==> config.mk <==
export PLATFORM = sky130hd
export DESIGN_NAME = reader_writer_lock_manager
export DESIGN_NICKNAME = d
export VERILOG_FILES = /design/src/rwl_pkg.sv /design/src/rwl_read_store.sv /design/src/reader_writer_lock_manager.sv
export SDC_FILE = /design/constraint.sdc
export NUM_CORES = 1
export LEC_CHECK = 0
export BUFFER_PORTS_ARGS = -buffer_cell sky130_fd_sc_hd__buf_2
export CAP_MARGIN = 15
export CORE_ASPECT_RATIO = 1.1
export CORE_MARGIN = 8
export CORE_UTILIZATION = 40
export DETAILED_ROUTE_END_ITERATION = 12
export HOLD_SLACK_MARGIN = 0.12
export PLACE_DENSITY = 0.58
export SETUP_SLACK_MARGIN = 0.4
export SLEW_MARGIN = 5
export SYNTH_ARGS = -nofsm -noshare
export SYNTH_HDL_FRONTEND = slang
export SYNTH_SLANG_ARGS = --single-unit
==> constraint.sdc <==
create_clock -name clock -period 6.9 [get_ports clock]
set_input_delay 1.035 -clock clock [delete_from_list [all_inputs] [get_ports clock]]
set_output_delay 1.035 -clock clock [all_outputs]
set_load 0.01 [all_outputs]
==> src/rwl_pkg.sv <==
// ----------------------------------------------------------------------------
// rwl_pkg: shared types and constants of the reader-writer lock manager
// Request and status codes, counter widths and the per-thread store bundle.
// ----------------------------------------------------------------------------
package rwl_pkg;

   localparam int THREAD_SLOTS = 64;
   localparam int COUNT_BITS   = 16;
   localparam int TID_W        = 6;
   localparam int CMD_W        = 4;
   localparam int STATUS_W     = 3;
   localparam int WAKE_W       = 2;

   typedef logic [COUNT_BITS-1:0] count_type;
   typedef logic [TID_W-1:0]      tid_type;
   typedef logic [CMD_W-1:0]      cmd_type;
   typedef logic [STATUS_W-1:0]   status_type;
   typedef logic [WAKE_W-1:0]     wake_type;

   localparam count_type CNT_MAX = '1;

   localparam cmd_type CMD_RD_ACQ   = 4'd0;
   localparam cmd_type CMD_WR_ACQ   = 4'd1;
   localparam cmd_type CMD_LOCKOUT  = 4'd2;
   localparam cmd_type CMD_REALLOW  = 4'd3;
   localparam cmd_type CMD_RD_REL   = 4'd4;
   localparam cmd_type CMD_WR_REL   = 4'd5;
   localparam cmd_type CMD_RETRY_RD = 4'd6;
   localparam cmd_type CMD_RETRY_WR = 4'd7;
   localparam cmd_type CMD_RETRY_UP = 4'd8;

   localparam status_type ST_GRANTED  = 3'd0;
   localparam status_type ST_WAIT     = 3'd1;
   localparam status_type ST_DEADLOCK = 3'd2;
   localparam status_type ST_DONE     = 3'd3;
   localparam status_type ST_MISUSE   = 3'd4;

   localparam wake_type WAKE_NONE    = 2'd0;
   localparam wake_type WAKE_READERS = 2'd1;
   localparam wake_type WAKE_WRITERS = 2'd2;
   localparam wake_type WAKE_UPGRADE = 2'd3;

   // write port of the per-thread read count store
   typedef struct packed {
      logic      en;
      tid_type   addr;
      count_type data;
   } store_wr_type;

   function automatic count_type sat_inc(input count_type v);
      return (v == CNT_MAX) ? v : count_type'(v + 1'b1);
   endfunction

endpackage

==> src/rwl_read_store.sv <==
// ----------------------------------------------------------------------------
// rwl_read_store: per-thread read counts
// One memory entry per thread, read registered at request accept. Valid bits
// make unwritten entries read as zero after reset; a write at the same edge
// as a read of the same thread is forwarded.
// ----------------------------------------------------------------------------
module rwl_read_store (
   input  logic                  clock,
   input  logic                  reset,
   input  logic                  rd_en,
   input  rwl_pkg::tid_type      rd_addr,
   input  rwl_pkg::store_wr_type wr,
   output rwl_pkg::count_type    rd_count
);
   import rwl_pkg::*;

   count_type               mem [THREAD_SLOTS];
   logic [THREAD_SLOTS-1:0] valid_ff;
   count_type               rd_data_ff;
   count_type               fwd_data_ff;
   logic                    hit_ff;
   logic                    vld_ff;

   always_ff @(posedge clock) begin
      if (reset) begin
         valid_ff <= '0;
      end else if (wr.en) begin
         valid_ff[wr.addr] <= 1'b1;
      end
   end

   always_ff @(posedge clock) begin
      if (wr.en) begin
         mem[wr.addr] <= wr.data;
      end
      if (rd_en) begin
         rd_data_ff <= mem[rd_addr];
      end
   end

   always_ff @(posedge clock) begin
      if (rd_en) begin
         hit_ff      <= wr.en && (wr.addr == rd_addr);
         fwd_data_ff <= wr.data;
         vld_ff      <= valid_ff[rd_addr];
      end
   end

   assign rd_count = hit_ff ? fwd_data_ff : (vld_ff ? rd_data_ff : '0);

endmodule

==> src/reader_writer_lock_manager.sv <==
// ----------------------------------------------------------------------------
// reader_writer_lock_manager: recursive reader-writer lock
// Takes lock requests from numbered threads and answers each with a status
// and the waiter class to wake when a release frees the lock.
//
//   channel | direction | handshake            | payload
//   req     | in        | req_valid/req_stall  | cmd, thread_id, keep_readers
//   rsp     | out       | rsp_valid/rsp_stall  | status, wake_class
//
// One request per cycle sustained while rsp_stall is low; each request passes
// from the input register through the decision into the result register.
// The per-thread read count is read at accept and written back in the
// decision cycle, with forwarding between neighboring requests.
// Reset clears the lock state and the per-thread counts at once.
// A stalled result holds the decision stage; one more request is then held
// in the input register before req_stall rises.
// ----------------------------------------------------------------------------
module reader_writer_lock_manager (
   input  logic                 clock,
   input  logic                 reset,
   input  logic                 req_valid,
   output logic                 req_stall,
   input  rwl_pkg::cmd_type     req_cmd,
   input  rwl_pkg::tid_type     req_thread_id,
   input  logic                 req_keep_readers,
   output logic                 rsp_valid,
   input  logic                 rsp_stall,
   output rwl_pkg::status_type  rsp_status,
   output rwl_pkg::wake_type    rsp_wake_class
);
   import rwl_pkg::*;

   // input register
   logic      s1_valid_ff;
   cmd_type   cmd_ff;
   tid_type   tid_ff;
   logic      keep_ff;

   // lock state
   logic      writer_held_ff,     writer_held_in;
   tid_type   writer_thread_ff,   writer_thread_in;
   count_type nest_level_ff,      nest_level_in;
   logic      readers_allowed_ff, readers_allowed_in;
   count_type reader_count_ff,    reader_count_in;
   count_type wait_rd_ff,         wait_rd_in;
   count_type wait_wr_ff,         wait_wr_in;
   count_type wait_up_ff,         wait_up_in;

   // result register
   logic       rsp_valid_ff;
   status_type status_ff,  status_in;
   wake_type   wake_ff,    wake_in;

   logic         accept;
   logic         adv;
   count_type    reads;
   store_wr_type store_wr;
   logic         self_writer;
   logic         lock_free;
   logic         tid_ok;
   wake_type     wake_pick;

   assign adv       = s1_valid_ff && (!rsp_valid_ff || !rsp_stall);
   assign req_stall = s1_valid_ff && !adv;
   assign accept    = req_valid && !req_stall;

   rwl_read_store u_store (
      .clock    (clock),
      .reset    (reset),
      .rd_en    (accept),
      .rd_addr  (req_thread_id),
      .wr       (store_wr),
      .rd_count (reads)
   );

   always_ff @(posedge clock) begin
      if (reset) begin
         s1_valid_ff <= 1'b0;
      end else if (accept) begin
         s1_valid_ff <= 1'b1;
      end else if (adv) begin
         s1_valid_ff <= 1'b0;
      end
   end

   always_ff @(posedge clock) begin
      if (accept) begin
         cmd_ff  <= req_cmd;
         tid_ff  <= req_thread_id;
         keep_ff <= req_keep_readers;
      end
   end

   assign tid_ok      = int'(tid_ff) < THREAD_SLOTS;
   assign self_writer = writer_held_ff && (writer_thread_ff == tid_ff);
   assign lock_free   = !writer_held_ff && (reader_count_ff == '0);

   always_comb begin
      if (wait_up_ff != '0) begin
         wake_pick = WAKE_UPGRADE;
      end else if (wait_wr_ff != '0) begin
         wake_pick = WAKE_WRITERS;
      end else if (wait_rd_ff != '0) begin
         wake_pick = WAKE_READERS;
      end else begin
         wake_pick = WAKE_NONE;
      end
   end

   always_comb begin
      writer_held_in     = writer_held_ff;
      writer_thread_in   = writer_thread_ff;
      nest_level_in      = nest_level_ff;
      readers_allowed_in = readers_allowed_ff;
      reader_count_in    = reader_count_ff;
      wait_rd_in         = wait_rd_ff;
      wait_wr_in         = wait_wr_ff;
      wait_up_in         = wait_up_ff;
      status_in          = ST_MISUSE;
      wake_in            = WAKE_NONE;
      store_wr.en        = 1'b0;
      store_wr.addr      = tid_ff;
      store_wr.data      = sat_inc(reads);

      if (tid_ok) begin
         case (cmd_ff)
            CMD_RD_ACQ: begin
               if (self_writer) begin
                  nest_level_in = sat_inc(nest_level_ff);
                  status_in     = ST_GRANTED;
               end else if (readers_allowed_ff) begin
                  reader_count_in = sat_inc(reader_count_ff);
                  store_wr.en     = 1'b1;
                  status_in       = ST_GRANTED;
               end else begin
                  wait_rd_in = sat_inc(wait_rd_ff);
                  status_in  = ST_WAIT;
               end
            end
            CMD_WR_ACQ: begin
               if (self_writer) begin
                  nest_level_in = sat_inc(nest_level_ff);
                  status_in     = ST_GRANTED;
               end else if (lock_free) begin
                  writer_held_in     = 1'b1;
                  writer_thread_in   = tid_ff;
                  nest_level_in      = count_type'(1);
                  readers_allowed_in = keep_ff;
                  status_in          = ST_GRANTED;
               end else if (reads != '0) begin
                  status_in = ST_DEADLOCK;
               end else begin
                  wait_wr_in = sat_inc(wait_wr_ff);
                  status_in  = ST_WAIT;
               end
            end
            CMD_LOCKOUT: begin
               if (reader_count_ff == '0) begin
                  readers_allowed_in = 1'b0;
                  status_in          = ST_GRANTED;
               end else begin
                  wait_up_in = sat_inc(wait_up_ff);
                  status_in  = ST_WAIT;
               end
            end
            CMD_REALLOW: begin
               readers_allowed_in = 1'b1;
               status_in          = ST_DONE;
            end
            CMD_RD_REL, CMD_WR_REL: begin
               if (self_writer && nest_level_ff > count_type'(1)) begin
                  nest_level_in = nest_level_ff - 1'b1;
                  status_in     = ST_DONE;
               end else if (cmd_ff == CMD_RD_REL) begin
                  if (reader_count_ff != '0 && reads != '0) begin
                     reader_count_in = reader_count_ff - 1'b1;
                     store_wr.en     = 1'b1;
                     store_wr.data   = reads - 1'b1;
                     status_in       = ST_DONE;
                     // last reader out frees the lock
                     if (reader_count_ff == count_type'(1)) begin
                        wake_in = wake_pick;
                     end
                  end
               end else if (self_writer) begin
                  writer_held_in     = 1'b0;
                  nest_level_in      = '0;
                  readers_allowed_in = 1'b1;
                  wake_in            = wake_pick;
                  status_in          = ST_DONE;
               end
            end
            CMD_RETRY_RD: begin
               if (wait_rd_ff != '0) begin
                  if (readers_allowed_ff) begin
                     wait_rd_in      = wait_rd_ff - 1'b1;
                     reader_count_in = sat_inc(reader_count_ff);
                     store_wr.en     = 1'b1;
                     status_in       = ST_GRANTED;
                  end else begin
                     status_in = ST_WAIT;
                  end
               end
            end
            CMD_RETRY_WR: begin
               if (wait_wr_ff != '0) begin
                  if (lock_free) begin
                     wait_wr_in         = wait_wr_ff - 1'b1;
                     writer_held_in     = 1'b1;
                     writer_thread_in   = tid_ff;
                     nest_level_in      = count_type'(1);
                     readers_allowed_in = keep_ff;
                     status_in          = ST_GRANTED;
                  end else begin
                     status_in = ST_WAIT;
                  end
               end
            end
            CMD_RETRY_UP: begin
               if (wait_up_ff != '0) begin
                  if (reader_count_ff == '0) begin
                     wait_up_in         = wait_up_ff - 1'b1;
                     readers_allowed_in = 1'b0;
                     status_in          = ST_GRANTED;
                  end else begin
                     status_in = ST_WAIT;
                  end
               end
            end
            default: begin
               status_in = ST_MISUSE;
            end
         endcase
      end

      // drop the store write unless the item really advances
      store_wr.en = store_wr.en && adv;
   end

   always_ff @(posedge clock) begin
      if (reset) begin
         writer_held_ff     <= 1'b0;
         writer_thread_ff   <= '0;
         nest_level_ff      <= '0;
         readers_allowed_ff <= 1'b1;
         reader_count_ff    <= '0;
         wait_rd_ff         <= '0;
         wait_wr_ff         <= '0;
         wait_up_ff         <= '0;
      end else if (adv) begin
         writer_held_ff     <= writer_held_in;
         writer_thread_ff   <= writer_thread_in;
         nest_level_ff      <= nest_level_in;
         readers_allowed_ff <= readers_allowed_in;
         reader_count_ff    <= reader_count_in;
         wait_rd_ff         <= wait_rd_in;
         wait_wr_ff         <= wait_wr_in;
         wait_up_ff         <= wait_up_in;
      end
   end

   always_ff @(posedge clock) begin
      if (reset) begin
         rsp_valid_ff <= 1'b0;
      end else if (adv) begin
         rsp_valid_ff <= 1'b1;
      end else if (!rsp_stall) begin
         rsp_valid_ff <= 1'b0;
      end
   end

   always_ff @(posedge clock) begin
      if (adv) begin
         status_ff <= status_in;
         wake_ff   <= wake_in;
      end
   end

   assign rsp_valid      = rsp_valid_ff;
   assign rsp_status     = status_ff;
   assign rsp_wake_class = wake_ff;

endmodule
* Yosys cells after proc, flatten, opt, wreduce, memory -nomap -nowiden *
Memory sizes are Yosys's and may differ from the RTL's. A register that Yosys moved wholly into a read port is not among the register bits.
Cells that the tools add are included.

storage, ports and cells
  bits in registers = 188
  bits in writable memories = 1024
  output and inout bits = 7
  memories kept = 1

memory list
  name         words  bits a word  rd ports  clocked after Yosys merged registers in  write ports  RTL line              text
  u_store.mem  64     16           1         1                                        1            rwl_read_store.sv:17  count_type mem [THREAD_SLOTS];

operators by class
  add/sub/neg operators = 12
  $lt $le $gt $ge = 4
  equality and inequality tests = 41
  muxes and demuxes = 101
  bitwise logic cells = 2
  reductions and logical operators = 41

operators by type and width
  cell                   count
  $mux 16                37
  $add 16x1->16 const B  6
  $eq 16x16->1 const B   6
  $pmux 16 s2            3
  $sub 16x1->16 const B  6
  $reduce_bool 16->1     5
  $or 64x64->64          1
  $pmux 16 s4            1
  $pmux 16 s3            1
  $ne 2x2->1 const B     21
  $mux 1                 33
  $pmux 3 s8             1
  $mux 3                 7
  $reduce_and 7->1       3
  $mux 2                 9
  $mux 6                 3
  $eq 16x1->1 const B    1
  $eq 4x3->1 const B     4
  $gt 16x1->1 const B    1
  $logic_not 16->1       1
  $reduce_and 8->1       2
  $lt 6x7->1 const B     2
  $eq 6x6->1             2
  $pmux 6 s2             1
  other kinds (22)       44

* Logic depth before layout (Yosys ltp) *
Gate-level depths: netlist of run 1.

  depth after elaboration = 11
  depth in mapped cells = 16
  gate-level depth less buffers = 12

* Cells and area by module *
From an unflattened synthesis of run 1, not the netlist that was laid out.

second synthesis, totals
  cells, all modules = 3139
  area, all modules = 51531.9 um^2

modules (own cells, without submodules)
  module                      instances  cells an instance  area each (um^2)
  rwl_read_store              1          2048               43101.3
  reader_writer_lock_manager  1          1091               8430.6

* Least setup slack after synthesis of run 1 *
No wires, ideal clock.

  path kind = flip-flop to flip-flop
  start = register u_store.hit_ff
  end = register u_store.fwd_data_ff[12], data pin
  library setup time = 0.709 ns
  arrival time = 5.161 ns
  path slack = 1.030 ns
  cell stages (with the launch flop) = 14
  buffers on the path = 4
  clock period less this slack = 5.870 ns
  cell sequence = edfxtp_1 clkbuf_2 buf_2 buf_2 a22oi_1 ha_1 o211ai_1 nor3_1 a31oi_1 and2_1 buf_2 and3_1 a21o_1 o21ai_0

RTL lines
  what                    RTL line              text
  from (decl)             rwl_read_store.sv:21  logic hit_ff;
  from (signal assigned)  rwl_read_store.sv:43  hit_ff <= wr.en && (wr.addr == rd_addr);
  to (signal assigned)    rwl_read_store.sv:44  fwd_data_ff <= wr.data;
  to (decl)               rwl_read_store.sv:20  count_type fwd_data_ff;

==> reports/results.ini, run 1 <==
[status]
status=finished clean

[sta]
max_freq_mhz=179
layout_min_cycle_time_ps=5600
final_max_slew_viol_count=0
fin_skew_ps=30.3
fin_tns_setup_ps=0
finalHoldViolCount=0
fin_ws_ps=1300
worst_pin_slew_ps=1180
fin_crit_sh=0.811
relSlewSlack=0.212
rsz0062_at_grt=false
finalSetupViolCount=0

[worst_setup_path]
reg2regPathDepth=10
worstPathCellList=o21ai_0, inv_1, ha_1, o211ai_1, nor3_1, a31oi_1, and2_1, o41ai_2, xor2_4, buf_4
start_kind=flip-flop
critPathMaxFanout=35
worstSetupPathType=flip-flop to flip-flop
crit_start=u_store.hit_ff
slowest_delay_ps=1050
worstSetupEndpointType=flip-flop
cp_slowest_cell=edfxtp_1
cp.required_ps=7410
crit-reg2reg-launch=u_store.hit_ff
cp.arrival_ps=6100

[placed_design]
place_hpwl_um=77800
dp_slack_ps=1500
gp_congestion=0.882
io_buffers=21

[clocking]
cts_hold_buf=0
clk_latency_ps=740
cts_tree=done
ctsResizeCount=0
cts-root-buf=clkbuf_16
clk_path_buf_depth=3
clk_pin_slew_ps=60
cts_buffers=131
cts_setup_buffers=0
htreeDepth=4
clkSinkCount=1228

[min_path]
min_from=u_store.valid_ff[46]
holdPathStages=1
min_path_type=flip-flop to flip-flop

[floorplanning]
start_util=0.403
coreArea_um2=127000
die_w_um=357
ios=22
placementRows=137
dieArea_um2=139000
die_y_um=391

[drt]
drt_iter0_markers=2934
firstDrtPassIters=5
antenna_left=0
via_per_inst=5.85
vias=27700
wl_um=127000
drc=0
routedWlPerCell_um=26.8

[power]
p_leak_nw=18.5
power_density_nw_per_um2=274
ir_drop_uv=204

[logic_synthesis]
synth_area_leaders=edfxtp_1 63%, mux4_2 16%, dfxtp_1 6.0%, nor2_1 1.6%, ha_1 1.3%
synth-edff-count=1074
syn_inst=2874
ys_seq_area_frac=0.692
yosysWarnings=0
synth_cell_types=80
synth_flop_cell=edfxtp_1
synth_common_cells=1074 x edfxtp_1, 357 x mux4_2, 211 x nor2_1
synth_top_area_share=0.632
synth-seq-cells=1228
synth_area_leader_cell=edfxtp_1
synthesis.area_um2=51000
post-synth-top-count-cell=edfxtp_1
synth_nets=2943
syn_avg_cell_area_um2=17.8
async_reset_ff_frac=0

[cells_and_area]
drive_above_1_share=0.234
fin_nets=3043
area_growth_pct=13.3
fillCellCount=10500
seqCellArea_um2=35300
multi_input_area_um2=15100

[global_route]
track_usage=0.181
gr-total-overflow=0
antenna_found_initial=9
grt_pass1_vias=28300
grt_max_degree=114
grt_pass1_wl_um=188000

[run]
drv_cap=0

==> logic make-up (layout without fill, tap and decap cells) <==
kind of cell,after synthesis,in the layout,synth area share
mux,382,382,0.162
flops,1228,1228,0.692
fa+ha+maj,54,54,0.0137
simple gates,571,571,0.0553
compound gates,363,363,0.0481
buf+inv,202,401,0.0156
xor+xnor,74,74,0.0127
other cells,0,1,0
==> report_power, final <==
group,leakage [nW],switching [W],internal (W)
clock network,2.01,0.00286,0.00390
registers,11.0,0.0000321,0.00817
logic,5.44,0.000575,0.000302
total,18.5,0.00346,0.0124
==> through the flow <==
| stage | cell area, µm² | cells | hold slack, ps | util | total power [W] |
|---|---|---|---|---|---|
| finish | 57800 | 4742 | 460 | 0.457 | 0.0158 |
| global route | 57800 | 4741 | 438 | 0.457 | 0.0163 |
| CTS | 57800 | 4741 | 416 | 0.457 | 0.0160 |
| detailed placement | 53700 | 4509 | 446 | 0.424 | 0.00925 |
| global placement | 53700 | 4508 | 439 | 0.424 | 0.00922 |
| floorplan | 51000 | 2874 | 427 | - | 0.00888 |
==> placed cells by master, fill, tap and decap left out, types with 11 or more instances in the layout <==
cell and instances:
o211ai_1 13, mux4_2 357, nand2_1 88, nor3_1 44
o22ai_1 16, nor4_1 28, o21ai_0 66, clkbuf_1 29
buf_4 105, a211oi_1 11, nand3_1 43, inv_1 36
nand2b_1 21, buf_2 16, clkbuf_16 135, clkinv_2 19
nand4_1 34, a21oi_1 84, and3_1 17, nor2_2 20
o21a_1 11, and2_1 14, or3_1 16, o31ai_1 11
mux2i_1 24, a31oi_1 15, dfxtp_1 154, a22oi_1 11
o2bb2ai_1 53, ha_1 51, xor2_1 16, edfxtp_1 1074
nor2b_1 17, clkinv_1 27, xnor2_1 48, nor2_1 191
==> worst max-delay path: cells and delay by family (launching register included) <==
kind            cells  cell delay, ps
compound gates      4            1630
flops               1            1050
simple gates        2             890
xor+xnor            1             850
buf+inv             2             690
fa+ha+maj           1             180
==> per-layer routing <==
layer  global-route usage  routed length (µm)  part of all wire
met1                0.233               50900              0.40
met2                0.308               63800              0.50
met3               0.0355                8260             0.065
met4               0.0616                4060             0.032
met5                    0                  27           0.00021
==> final timing paths <==
check,slack [ps],end
max,1300,u_store.mem[21][6]
min,460,u_store.valid_ff[46]
max reg2reg,1300,u_store.mem[21][6]
min reg2reg,460,u_store.valid_ff[46]
==> area by class of cell <==
type                       count  area share
clock inverter                64     0.00969
clock buffer                 168      0.0612
inverter                      40     0.00260
multi-input combinational   1444       0.262
timing repair buffer         129      0.0177
antenna                        1   0.0000433
tap                         1668      0.0361
sequential                  1228       0.611
==> flip-flops by register name (all words and copies together), names as in the netlist <==
name,flops
writer_held_ff,1
u_store.vld_ff,1
nest_level_ff,16
rsp_status,3
u_store.valid_ff,64
u_store.hit_ff,1
s1_valid_ff,1
u_store.rd_data_ff,16
writer_thread_ff,6
cmd_ff,4
rsp_wake_class,2
tid_ff,6
wait_wr_ff,16
u_store.fwd_data_ff,16
wait_rd_ff,16
reader_count_ff,16
readers_allowed_ff,1
u_store.mem,1024
rsp_valid,1
keep_ff,1
wait_up_ff,16
Note: power is estimated with default switching activity, not from simulation.
==> run 2, diff against run 1 <==
clock period = 5.2 ns   (was 6.9 ns; I/O delays follow)
==> run 2 against run 1 <==
Effect of this change:
- register-to-register slack worse by 630 ps
- combinational power is 35% higher
- maximum frequency is 24% higher
- worst setup slack worse by 630 ps
- via count is 0.15% higher
- hold slack worse by 260 ps
- non-clock buffer count is 34 higher
- count of clock-buffer cells in the layout is 5 higher
- critical path type unchanged
- critical path depth is 1 higher
- critical endpoint is now u_store.mem[52][12]
- first-iteration DRC count is 7.7% lower
==> reports/results.ini, run 2 (synthesis gave the netlist of run 1 again) <==
[sta]
max_freq_mhz=221
fin_tns_setup_ps=0
finalSetupViolCount=0
fin_skew_ps=28.4
worst_pin_slew_ps=1200
relSlewSlack=0.200
finalHoldViolCount=0
layout_min_cycle_time_ps=4530
final_max_slew_viol_count=0
rsz0062_at_grt=false
fin_crit_sh=0.871

[worst_setup_path]
cp_top_family=compound AO/OA/AOI/OAI gates
cp_slowest_cell=o21ai_4
worstSetupEndpointType=flip-flop
start_kind=flip-flop
cp.arrival_ps=5060
slowest_delay_ps=610
worstSetupPathType=flip-flop to flip-flop
cp.required_ps=5730
cp_num_buf_inv=1
worstPathCellList=nor2b_1, a22oi_1, ha_1, o211ai_1, nor3_1, a31oi_1, and2_1, and3_1, a21o_1, o21ai_4, buf_4
critPathMaxFanout=33

[global_route]
grt_pass1_wl_um=189000
antenna_found_initial=4
grt_max_degree=76
gr-total-overflow=0
grt_pass1_vias=28500
track_usage=0.181

[cells_and_area]
area_growth_pct=14.5
largest_register_ffs=1024
final_cell_mix=1074 x edfxtp_1, 357 x mux4_2, 187 x nor2_1, 154 x dfxtp_1, 138 x clkbuf_16
post-route-util=0.462
instances_no_fill=4789
fillCellCount=10500
drive_above_1_share=0.246
design_area_um2=58500
seqCellArea_um2=35300
layout_commonest_cell=edfxtp_1
antenna_cells=0
fin_nets=3083
top_register=u_store.mem
largest_registers=u_store.mem x1024, u_store.valid_ff x64
multi_input_area_um2=15300

[drt]
firstDrtPassIters=7
wl_um=127000
via_per_inst=5.80
routedWlPerCell_um=26.6
vias=27800
drt_iter0_markers=2709
antenna_left=0
drc=0

[placed_design]
gp_congestion=0.864
dp.cells=4541
placed_area_um2=54100
io_buffers=21
place_hpwl_um=76900

[power]
ir_drop_uv=336
fin_total_pwr_w=0.0212
power_density_nw_per_um2=362
p_leak_nw=18.8

[status]
status=finished clean

[floorplanning]
placementRows=137
die_w_um=357
die_y_um=391
ios=22
dieArea_um2=139000
start_util=0.403
coreArea_um2=127000

[clocking]
htreeDepth=4
cts_hold_buf=0
clk_path_buf_depth=3
cts_buffers=135
clk_pin_slew_ps=60
cts-root-buf=clkbuf_16
ctsResizeCount=0
clk_latency_ps=760
cts_tree=done
clkSinkCount=1228
cts_setup_buffers=0

[run]
drv_cap=0

[min_path]
min_path_type=primary input to flip-flop

==> run 2: cell count changes in the layout (fill, tap and decap cells not counted), moves of 3 or more <==
cell        before  now
nor2_2          20   24
xnor2_4          0    6
buf_12           5   16
clkinv_4         1    5
nor2_1         191  187
clkbuf_1        29   32
clkbuf_16      135  138
xnor2_2          7    2
clkinvlp_4       1    4
buf_4          105  129
==> run 2: power breakdown <==
group | internal, W | leakage (nW) | switching, W
clock network | 0.00520 | 2.06 | 0.00392
registers | 0.0108 | 11.0 | 0.0000348
logic | 0.000428 | 5.70 | 0.000753
==> run 2: worst reg2reg max path: stages, from the launching register on <==
cell	delay (ps)
edfxtp_1	540
nor2b_1	220
a22oi_1	370
ha_1	240
o211ai_1	170
nor3_1	500
a31oi_1	350
and2_1	350
and3_1	270
a21o_1	220
o21ai_4	610
buf_4	450
==> run 2: path summary, 6_finish.rpt <==
kind	start	endpoint	slack (ps)	depth (start not counted)
worst max-delay path	u_store.vld_ff	u_store.mem[52][12]	670	11
worst min-delay path	req_cmd[0]	cmd_ff[0]	200	1
worst max register to register	u_store.vld_ff	u_store.mem[52][12]	670	11
worst min register to register	u_store.valid_ff[18]	u_store.valid_ff[18]	460	1
==> run 2: per-layer routing <==
metal / up-vias / wire, µm / global-route usage
li1: 12000 / - / -
met4: 2 / 3090 / 0.0518
met2: 895 / 64900 / 0.311
met1: 14700 / 52500 / 0.238
met3: 185 / 6770 / 0.0306
met5: - / 13 / 0
==> run 2: cell type report <==
cell class,count,share of cell area
repair buffers,163,0.0239
clock buffers,173,0.0617
multi-input cells,1446,0.261
inverters,40,0.00257
clock inverters,71,0.0108
flip-flops and latches,1228,0.604
well taps,1668,0.0357
==> run 2: metrics by stage <==
| step | hold slack (ps) | setup slack, ps |
|---|---|---|
| 2_1_floorplan | 427 | 130 |
| 3_3_place_gp | 439 | 743 |
| 3_5_place_dp | 441 | 454 |
| 4_1_cts | 133 | 493 |
| 5_1_grt | 151 | 408 |
| 6_report | 199 | 670 |
